`config.mk`:
```
export PLATFORM = sky130hd
export DESIGN_NAME = base64_xor_block_encoder_core_flat
export DESIGN_NICKNAME = d
export VERILOG_FILES = /design/src/design/b64xe_pkg.sv /design/src/design/b64xe_ifs.sv /design/src/design/base64_xor_block_encoder_core.sv /design/src/design/b64xe_key_mem.sv /design/src/flat_wrapper.sv
export VERILOG_INCLUDE_DIRS = /design/src /design/src/design
export SDC_FILE = /design/constraint.sdc
export NUM_CORES = 1
export LEC_CHECK = 0
export BUFFER_PORTS_ARGS = -buffer_cell sky130_fd_sc_hd__buf_4
export CAP_MARGIN = 20
export CORE_UTILIZATION = 65
export CTS_CLUSTER_SIZE = 16
export DETAILED_ROUTE_END_ITERATION = 10
export GPL_ROUTABILITY_DRIVEN = 0
export PLACE_DENSITY_LB_ADDON = 0.1
export SYNTH_ARGS = -nofsm -noshare
export SYNTH_HDL_FRONTEND = slang
export SYNTH_SLANG_ARGS = --single-unit
```
`constraint.sdc`:
```
create_clock -name clk -period 7.15 [get_ports clk]
set_clock_uncertainty 0.05 [all_clocks]
set_input_delay 0.715 -clock clk [delete_from_list [all_inputs] [get_ports clk]]
set_output_delay 0.715 -clock clk [all_outputs]
set_load 0.005 [all_outputs]
```
`src/design/assert_macros.svh`:
```
// Assertion macros for the RTL of the encoder, included by the encoder core.
`ifndef ASSERT_MACROS_SVH
`define ASSERT_MACROS_SVH

// Checked at every rising edge once reset is released.
`define B64XE_ASSERT(label, prop, msg) \
    label: assert property (@(posedge clk) disable iff (!rst_n) prop) else $error(msg);

// Checked at every rising edge, reset included.
`define B64XE_ASSERT_ALWAYS(label, prop, msg) \
    label: assert property (@(posedge clk) prop) else $error(msg);

`endif

```
`src/design/b64xe_pkg.sv`:
```
// Types, constants and the alphabet mapping of the base64 XOR block encoder.
`default_nettype none

package b64xe_pkg;

    localparam int unsigned KEY_BYTES = 8;
    localparam int unsigned KEY_AW    = 3;
    localparam int unsigned CFG_IDX_W = 4;
    localparam int unsigned BYTE_W    = 8;
    localparam int unsigned CHAR_W    = 7;
    localparam int unsigned SEXTET_W  = 6;
    localparam int unsigned POS_W     = 6;

    localparam logic [POS_W-1:0] LAST_POS = 6'd63;

    typedef struct packed {
        logic              en;
        logic [KEY_AW-1:0] addr;
        logic [BYTE_W-1:0] data;
    } key_wr_t;

    typedef struct packed {
        logic              en;
        logic [KEY_AW-1:0] addr;
    } key_rd_t;

    function automatic logic [CHAR_W-1:0] alphabet(input logic [SEXTET_W-1:0] c);
        logic [CHAR_W-1:0] cw;
        cw = {1'b0, c};
        case (c) inside
            [6'd0:6'd25]:  return cw + 7'h41;
            [6'd26:6'd51]: return cw + 7'd71;
            [6'd52:6'd61]: return cw - 7'd4;
            6'd62:         return 7'h2B;
            default:       return 7'h2F;
        endcase
    endfunction

endpackage

`default_nettype wire

```
`src/design/b64xe_ifs.sv`:
```
// Valid/ready channel interfaces for bytes, characters and key writes.
`default_nettype none

interface b64xe_byte_if;
    logic                             valid;
    logic                             ready;
    logic [b64xe_pkg::BYTE_W-1:0]     data_byte;
    logic                             end_of_block;

    modport source (output valid, output data_byte, output end_of_block, input ready);
    modport sink   (input valid, input data_byte, input end_of_block, output ready);
endinterface

interface b64xe_char_if;
    logic                             valid;
    logic                             ready;
    logic [b64xe_pkg::CHAR_W-1:0]     out_char;
    logic                             last_of_block;

    modport source (output valid, output out_char, output last_of_block, input ready);
    modport sink   (input valid, input out_char, input last_of_block, output ready);
endinterface

interface b64xe_cfg_if;
    logic                             valid;
    logic                             ready;
    logic [b64xe_pkg::CFG_IDX_W-1:0]  index;
    logic [b64xe_pkg::BYTE_W-1:0]     data;

    modport source (output valid, output index, output data, input ready);
    modport sink   (input valid, input index, input data, output ready);
endinterface

`default_nettype wire

```
`src/design/base64_xor_block_encoder_core.sv`:
```
// Top level of the base64 XOR block encoder: sequencer, key lookup and output register.
//
//  Channel   Dir   Payload                       Transfer
//  byte_ch   in    data_byte[7:0], end_of_block  valid & ready
//  char_ch   out   out_char[6:0], last_of_block  valid & ready
//  cfg_ch    in    index[3:0], data[7:0]         valid & ready (always ready)
//
// The next byte waits until this one's characters issue, two if it ends a group of three.
// Its first character goes through issue, key read and the output register before it can transfer.
// A closing byte pads with zeros up to character 63, one character a cycle unless stalled.
// Reset clears the sequencer, the pipeline valids and the key valid bits; keys read as zero.
// The output register holds under backpressure and stalls the key read stage behind it.
`default_nettype none

module base64_xor_block_encoder_core (
    input  wire logic      clk,
    input  wire logic      rst_n,
    b64xe_byte_if.sink     byte_ch,
    b64xe_char_if.source   char_ch,
    b64xe_cfg_if.sink      cfg_ch
);

`include "assert_macros.svh"

    typedef enum logic [1:0] {
        S_IDLE = 2'b01,
        S_RUN  = 2'b10
    } state_t;

    localparam logic [1:0] PH_A = 2'd0;
    localparam logic [1:0] PH_B = 2'd1;
    localparam logic [1:0] PH_C = 2'd2;

    state_t                               state_reg, state_next;
    logic [b64xe_pkg::POS_W-1:0]          char_pos_reg, char_pos_next;
    logic [b64xe_pkg::BYTE_W-1:0]         data_reg, data_next;
    logic [3:0]                           left_reg, left_next;
    logic                                 eob_reg, eob_next;

    logic                                 s1_vld_reg;
    logic [b64xe_pkg::SEXTET_W-1:0]       s1_sextet_reg;
    logic [b64xe_pkg::POS_W-1:0]          s1_pos_reg;

    logic                                 out_vld_reg;
    logic [b64xe_pkg::CHAR_W-1:0]         out_char_reg;
    logic                                 out_last_reg;

    logic                                 in_xfer;
    logic                                 out_adv;
    logic                                 s1_free;
    logic                                 issue;
    logic [1:0]                           ph;
    logic [b64xe_pkg::SEXTET_W-1:0]       sextet;
    b64xe_pkg::key_wr_t                   key_wr;
    b64xe_pkg::key_rd_t                   key_rd;
    logic [b64xe_pkg::BYTE_W-1:0]         key_byte;
    logic [2*b64xe_pkg::BYTE_W-1:0]       key_dbl;
    logic [b64xe_pkg::SEXTET_W-1:0]       key_word;
    logic [b64xe_pkg::SEXTET_W-1:0]       enc_val;

    assign byte_ch.ready = (state_reg == S_IDLE);
    assign in_xfer       = byte_ch.valid && byte_ch.ready;
    assign out_adv       = s1_vld_reg && (!out_vld_reg || char_ch.ready);
    assign s1_free       = !s1_vld_reg || out_adv;
    assign issue         = (state_reg == S_RUN) && s1_free;
    assign ph            = char_pos_reg[1:0];

    assign cfg_ch.ready = 1'b1;
    assign key_wr.en    = cfg_ch.valid && cfg_ch.ready
                          && (cfg_ch.index < b64xe_pkg::CFG_IDX_W'(b64xe_pkg::KEY_BYTES));
    assign key_wr.addr  = cfg_ch.index[b64xe_pkg::KEY_AW-1:0];
    assign key_wr.data  = cfg_ch.data;

    assign key_rd.en    = issue;
    assign key_rd.addr  = char_pos_reg[5:3] + char_pos_reg[2:0];

    b64xe_key_mem u_key_mem (
        .clk     (clk),
        .rst_n   (rst_n),
        .wr      (key_wr),
        .rd      (key_rd),
        .rd_data (key_byte)
    );

    always_comb
    begin
        case (ph)
            PH_A:    sextet = data_reg[7:2];
            PH_B:    sextet = {left_reg[1:0], data_reg[7:4]};
            PH_C:    sextet = {left_reg[3:0], data_reg[7:6]};
            default: sextet = data_reg[5:0];
        endcase
    end

    always_comb
    begin
        state_next    = state_reg;
        char_pos_next = char_pos_reg;
        data_next     = data_reg;
        left_next     = left_reg;
        eob_next      = eob_reg;
        case (state_reg)
            S_IDLE:
            begin
                if (in_xfer)
                begin
                    state_next = S_RUN;
                    data_next  = byte_ch.data_byte;
                    eob_next   = byte_ch.end_of_block;
                end
            end
            S_RUN:
            begin
                if (issue)
                begin
                    char_pos_next = char_pos_reg + 6'd1;
                    left_next     = data_reg[3:0];
                    if (char_pos_reg == b64xe_pkg::LAST_POS)
                    begin
                        state_next = S_IDLE;
                    end
                    else if (ph != PH_C)
                    begin
                        if (eob_reg)
                        begin
                            data_next = '0;
                        end
                        else
                        begin
                            state_next = S_IDLE;
                        end
                    end
                end
            end
            default:
            begin
                state_next = S_IDLE;
            end
        endcase
    end

    assign key_dbl  = {key_byte, key_byte} << s1_pos_reg[5:3];
    assign key_word = key_dbl[b64xe_pkg::BYTE_W +: b64xe_pkg::SEXTET_W] ^ s1_pos_reg;
    assign enc_val  = s1_sextet_reg ^ key_word;

    always_ff @(posedge clk or negedge rst_n)
    begin
        if (!rst_n)
        begin
            state_reg    <= S_IDLE;
            char_pos_reg <= '0;
            s1_vld_reg   <= 1'b0;
            out_vld_reg  <= 1'b0;
        end
        else
        begin
            state_reg    <= state_next;
            char_pos_reg <= char_pos_next;
            if (s1_free)
            begin
                s1_vld_reg <= issue;
            end
            if (out_adv)
            begin
                out_vld_reg <= 1'b1;
            end
            else if (char_ch.ready)
            begin
                out_vld_reg <= 1'b0;
            end
        end
    end

    always_ff @(posedge clk)
    begin
        data_reg <= data_next;
        left_reg <= left_next;
        eob_reg  <= eob_next;
        if (issue)
        begin
            s1_sextet_reg <= sextet;
            s1_pos_reg    <= char_pos_reg;
        end
        if (out_adv)
        begin
            out_char_reg <= b64xe_pkg::alphabet(enc_val);
            out_last_reg <= (s1_pos_reg == b64xe_pkg::LAST_POS);
        end
    end

    assign char_ch.valid         = out_vld_reg;
    assign char_ch.out_char      = out_char_reg;
    assign char_ch.last_of_block = out_last_reg;

    `B64XE_ASSERT(a_accept_starts_run, in_xfer |=> (state_reg == S_RUN), "accepted byte did not start a run")
    `B64XE_ASSERT(a_s1_holds, (s1_vld_reg && !out_adv) |=> (s1_vld_reg && $stable(s1_pos_reg)), "stalled key stage lost its character")
    `B64XE_ASSERT(a_block_wraps, (issue && (char_pos_reg == b64xe_pkg::LAST_POS)) |=> ((state_reg == S_IDLE) && (char_pos_reg == '0)), "block did not close after its last character")
    `B64XE_ASSERT_ALWAYS(a_reset_idle, !rst_n |=> (!out_vld_reg && !s1_vld_reg), "pipeline valid set during reset")

endmodule

`default_nettype wire

```
`src/design/b64xe_key_mem.sv`:
```
// Eight-entry key byte memory with registered read and per-entry valid bits.
`default_nettype none

module b64xe_key_mem (
    input  wire logic                          clk,
    input  wire logic                          rst_n,
    input  wire b64xe_pkg::key_wr_t            wr,
    input  wire b64xe_pkg::key_rd_t            rd,
    output logic [b64xe_pkg::BYTE_W-1:0]       rd_data
);

    logic [b64xe_pkg::BYTE_W-1:0]    mem [b64xe_pkg::KEY_BYTES];
    logic [b64xe_pkg::KEY_BYTES-1:0] vld_reg;
    logic [b64xe_pkg::BYTE_W-1:0]    rd_mem_reg;
    logic                            rd_vld_reg;

    always_ff @(posedge clk)
    begin
        if (wr.en)
        begin
            mem[wr.addr] <= wr.data;
        end
        if (rd.en)
        begin
            rd_mem_reg <= mem[rd.addr];
        end
    end

    always_ff @(posedge clk or negedge rst_n)
    begin
        if (!rst_n)
        begin
            vld_reg    <= '0;
            rd_vld_reg <= 1'b0;
        end
        else
        begin
            if (wr.en)
            begin
                vld_reg[wr.addr] <= 1'b1;
            end
            if (rd.en)
            begin
                rd_vld_reg <= vld_reg[rd.addr];
            end
        end
    end

    // An entry not written since reset reads as zero.
    assign rd_data = rd_vld_reg ? rd_mem_reg : '0;

endmodule

`default_nettype wire

```
`src/flat_wrapper.sv`:
```
// flat-port wrapper written by rule: the top's interface ports become plain ports
module base64_xor_block_encoder_core_flat 
  (clk, rst_n, byte_ch_valid, byte_ch_data_byte, byte_ch_end_of_block, byte_ch_ready, char_ch_valid, char_ch_out_char, char_ch_last_of_block, char_ch_ready, cfg_ch_valid, cfg_ch_index, cfg_ch_data, cfg_ch_ready);
  b64xe_byte_if byte_ch_i ();
  b64xe_char_if char_ch_i ();
  b64xe_cfg_if cfg_ch_i ();
  input  wire logic clk;
  input  wire logic rst_n;
  input wire logic [$bits(byte_ch_i.valid)-1:0] byte_ch_valid;
  input wire logic [$bits(byte_ch_i.data_byte)-1:0] byte_ch_data_byte;
  input wire logic [$bits(byte_ch_i.end_of_block)-1:0] byte_ch_end_of_block;
  output wire logic [$bits(byte_ch_i.ready)-1:0] byte_ch_ready;
  output wire logic [$bits(char_ch_i.valid)-1:0] char_ch_valid;
  output wire logic [$bits(char_ch_i.out_char)-1:0] char_ch_out_char;
  output wire logic [$bits(char_ch_i.last_of_block)-1:0] char_ch_last_of_block;
  input wire logic [$bits(char_ch_i.ready)-1:0] char_ch_ready;
  input wire logic [$bits(cfg_ch_i.valid)-1:0] cfg_ch_valid;
  input wire logic [$bits(cfg_ch_i.index)-1:0] cfg_ch_index;
  input wire logic [$bits(cfg_ch_i.data)-1:0] cfg_ch_data;
  output wire logic [$bits(cfg_ch_i.ready)-1:0] cfg_ch_ready;
  assign byte_ch_i.valid = byte_ch_valid;
  assign byte_ch_i.data_byte = byte_ch_data_byte;
  assign byte_ch_i.end_of_block = byte_ch_end_of_block;
  assign byte_ch_ready = byte_ch_i.ready;
  assign char_ch_valid = char_ch_i.valid;
  assign char_ch_out_char = char_ch_i.out_char;
  assign char_ch_last_of_block = char_ch_i.last_of_block;
  assign char_ch_i.ready = char_ch_ready;
  assign cfg_ch_i.valid = cfg_ch_valid;
  assign cfg_ch_i.index = cfg_ch_index;
  assign cfg_ch_i.data = cfg_ch_data;
  assign cfg_ch_ready = cfg_ch_i.ready;
  base64_xor_block_encoder_core u_core (.clk(clk), .rst_n(rst_n), .byte_ch(byte_ch_i), .char_ch(char_ch_i), .cfg_ch(cfg_ch_i));
endmodule
```
==> impl_metrics.json <==
{
  "synth.most_common_cell": "edfxtp_1",
  "vias_per_cell": 6.18,
  "drv_slew": 0,
  "cp_cell_sequence": "ha_1 > fa_1 > xor2_1 > xnor2_1 > buf_4 > mux4_1 > mux2i_1 > o21ai_0",
  "row_count": 33,
  "drive_gt1_share_pct": 27.8,
  "cap_violations": 0,
  "synth_ff_type": "edfxtp_1",
  "vias": 3164,
  "die-width_um": 94.4,
  "synth_top_area_cell": "edfxtp_1",
  "top_register": "u_core.u_key_mem.mem",
  "cpMaxStageDelayCell": "mux4_1",
  "fill_cells": 459,
  "area_growth_pct": 17.3,
  "cp_slowest_stage_delay_ns": 0.63,
  "period_needed_ns": 2.97,
  "synth.avg_cell_area_um2": 15.9,
  "largest_reg_flops": 64,
  "dr.pass1.iters": 5,
  "tns_ns": 0,
  "cts_resized": 0,
  "die_height_um": 94.4,
  "clkSlewWorstSetupHoldPaths_ns": 0.06,
  "crit_required_ns": 7.47,
  "synth_edf_count": 105,
  "clockBufferDepth": 2,
  "ys.warnings.count": 0,
  "syn_nets": 382,
  "ant_nets": 0,
  "cts_tree": "yes",
  "drt_iter0_drc": 227,
  "core_area_um2": 8260,
  "holdCritPathClass": "in -> async",
  "yosysSeqAreaShare_pct": 65.4,
  "stdcell_count": 512,
  "startpoint_type": "flip-flop",
  "dpl.hpwl_mm": 6.32,
  "power_density_nw_per_um2": 444,
  "yosys_register_bits": 124,
  "synth_top_area_share_pct": 56.8,
  "regArea_um2": 3630,
  "hold_viol_final": 0,
  "hold_buffers": 0,
  "numClockSinks": 124,
  "route.detailed.drc": 0,
  "setup.worst_path.class": "reg -> reg",
  "port_buffers": 35,
  "grt_pass1_vias": 3014,
  "grt_usage_pct": 25.1,
  "cts_root_buf": "clkbuf_8",
  "fin_nets": 427,
  "dp.cells": 478,
  "fmax_mhz": 336,
  "ir_drop_v": 0.000313,
  "num_antenna_cells": 0,
  "htreeDepth": 4,
  "arrival_ns": 3.30,
  "finalSetupViolCount": 0,
  "grt-ovfl-total": 0,
  "post_drt_wl_per_cell_um": 20.7,
  "antenna_found_initial": 0,
  "synth_common_cells": "edfxtp_1 (105), dfrtp_1 (18), mux2i_1 (18)",
  "syn_area_um2": 5550,
  "drt_wl_total_mm": 10.6,
  "synth_cells": 350,
  "utilization_pct": 78.8,
  "outcome": "finished clean",
  "synth.area.top_cells": "edfxtp_1 (57%), dfrtp_1 (8.1%), mux4_2 (6.5%)",
  "cts_setup_buffers": 0,
  "grt_max_degree": 31,
  "crit_fanout": 18,
  "worst_path_dominant_cell_family": "multiplexers",
  "cts_buffers": 17,
  "async_reset_ff_share_pct": 15.3,
  "max_slew_margin_pct": 26.7,
  "worstMarginPinSlew_ns": 1.10,
  "clk_latency_ns": 0.51,
  "leakagePower_nw": 2.33,
  "grt_setup_unrepaired": "no",
  "dieArea_um2": 8910,
  "grt_pass1_wl_mm": 15.5,
  "critical_path_buf_inv_count": 1,
  "multi_input_area_um2": 1810,
  "end_kind": "flip-flop",
  "top_level_ports": 37,
  "ys_types": 54,
  "initial_core_util_pct": 67.2,
  "finalCritPeriodShare_pct": 41.6
}
-- worst paths after layout --
check	from	to	slack, ns	cells past startpoint
setup / recovery	u_core.char_pos_reg[0]	u_core.u_key_mem.rd_vld_reg	4.18	8
hold / removal	rst_n	u_core.u_key_mem.vld_reg[0]	0.02	1
setup reg to reg	u_core.char_pos_reg[0]	u_core.u_key_mem.rd_vld_reg	4.18	8
hold reg to reg	u_core.data_reg[1]	u_core.left_reg[1]	0.42	0
max in group asynchronous	rst_n	u_core.state_reg[0]	6.77	1
min in group clk	byte_ch_end_of_block	u_core.eob_reg	0.34	1
-- area by class of cell --
| type | count | area share [%] |
|---|---|---|
| clock buffer | 18 | 6.42 |
| clock inverter | 13 | 2.33 |
| inverter | 12 | 0.692 |
| multi-input combinational | 200 | 27.7 |
| sequential | 124 | 55.8 |
| tap | 105 | 2.02 |
| timing repair buffer | 40 | 5.04 |
-- per-layer routing --
layer	up-vias	routed length (um)	track usage (%)
li1	1450	-	-
met1	1572	4270	33.2
met2	136	5610	39.8
met3	6	639	6.44
met4	0	89	10.9
met5	-	0	0
-- metrics by stage --
stage	setup WS [ns]	total power (W)	hold WS [ns]	instance area, um2
2_1_floorplan	4.21	0.00182	0.369	5550
3_3_place_gp	4.29	0.00199	0.386	5890
3_5_place_dp	4.19	0.00204	0.396	5890
4_1_cts	4.17	0.00287	0.00325	6460
5_1_grt	3.92	0.00302	0.0158	6510
6_report	4.18	0.00289	0.0204	6510
-- logic make-up (layout without fill, tap and decap cells) --
logic type | after synthesis | count (layout) | share of synthesized area [%]
compound gates | 52 | 52 | 6.70
xor+xnor | 24 | 24 | 4.40
fa+ha+maj | 6 | 6 | 1.49
buf+inv | 26 | 83 | 2.16
flops | 124 | 124 | 65.4
mux | 46 | 46 | 13.0
other cells | 1 | 1 | 0.0676
simple gates | 71 | 71 | 6.83
-- power by group --
part	internal (W)	switching (W)	total, W	leakage [nW]
combinational	0.000481	0.000549	0.00103	0.868
sequential	0.000959	0.0000845	0.00104	1.18
clock	0.000524	0.000291	0.000816	0.279
total	0.00196	0.000925	0.00289	2.33
-- cell usage in the layout (no fill, tap or decap), types with 6 or more instances in the layout --
cell type and count:
nand2_1 14, a222oi_1 6, xnor2_1 14, inv_1 11, dfrtp_1 18, nor2_1 12, buf_4 38, a21oi_1 7
o22ai_1 7, xor2_1 7, nor3_1 6, and2_1 9, mux2i_1 18, nand2b_1 7, clkbuf_16 16, o21ai_0 9
mux4_2 16, or2_2 9, mux2_2 8, edfxtp_1 105
Note: power is estimated with default switching activity, not from simulation.
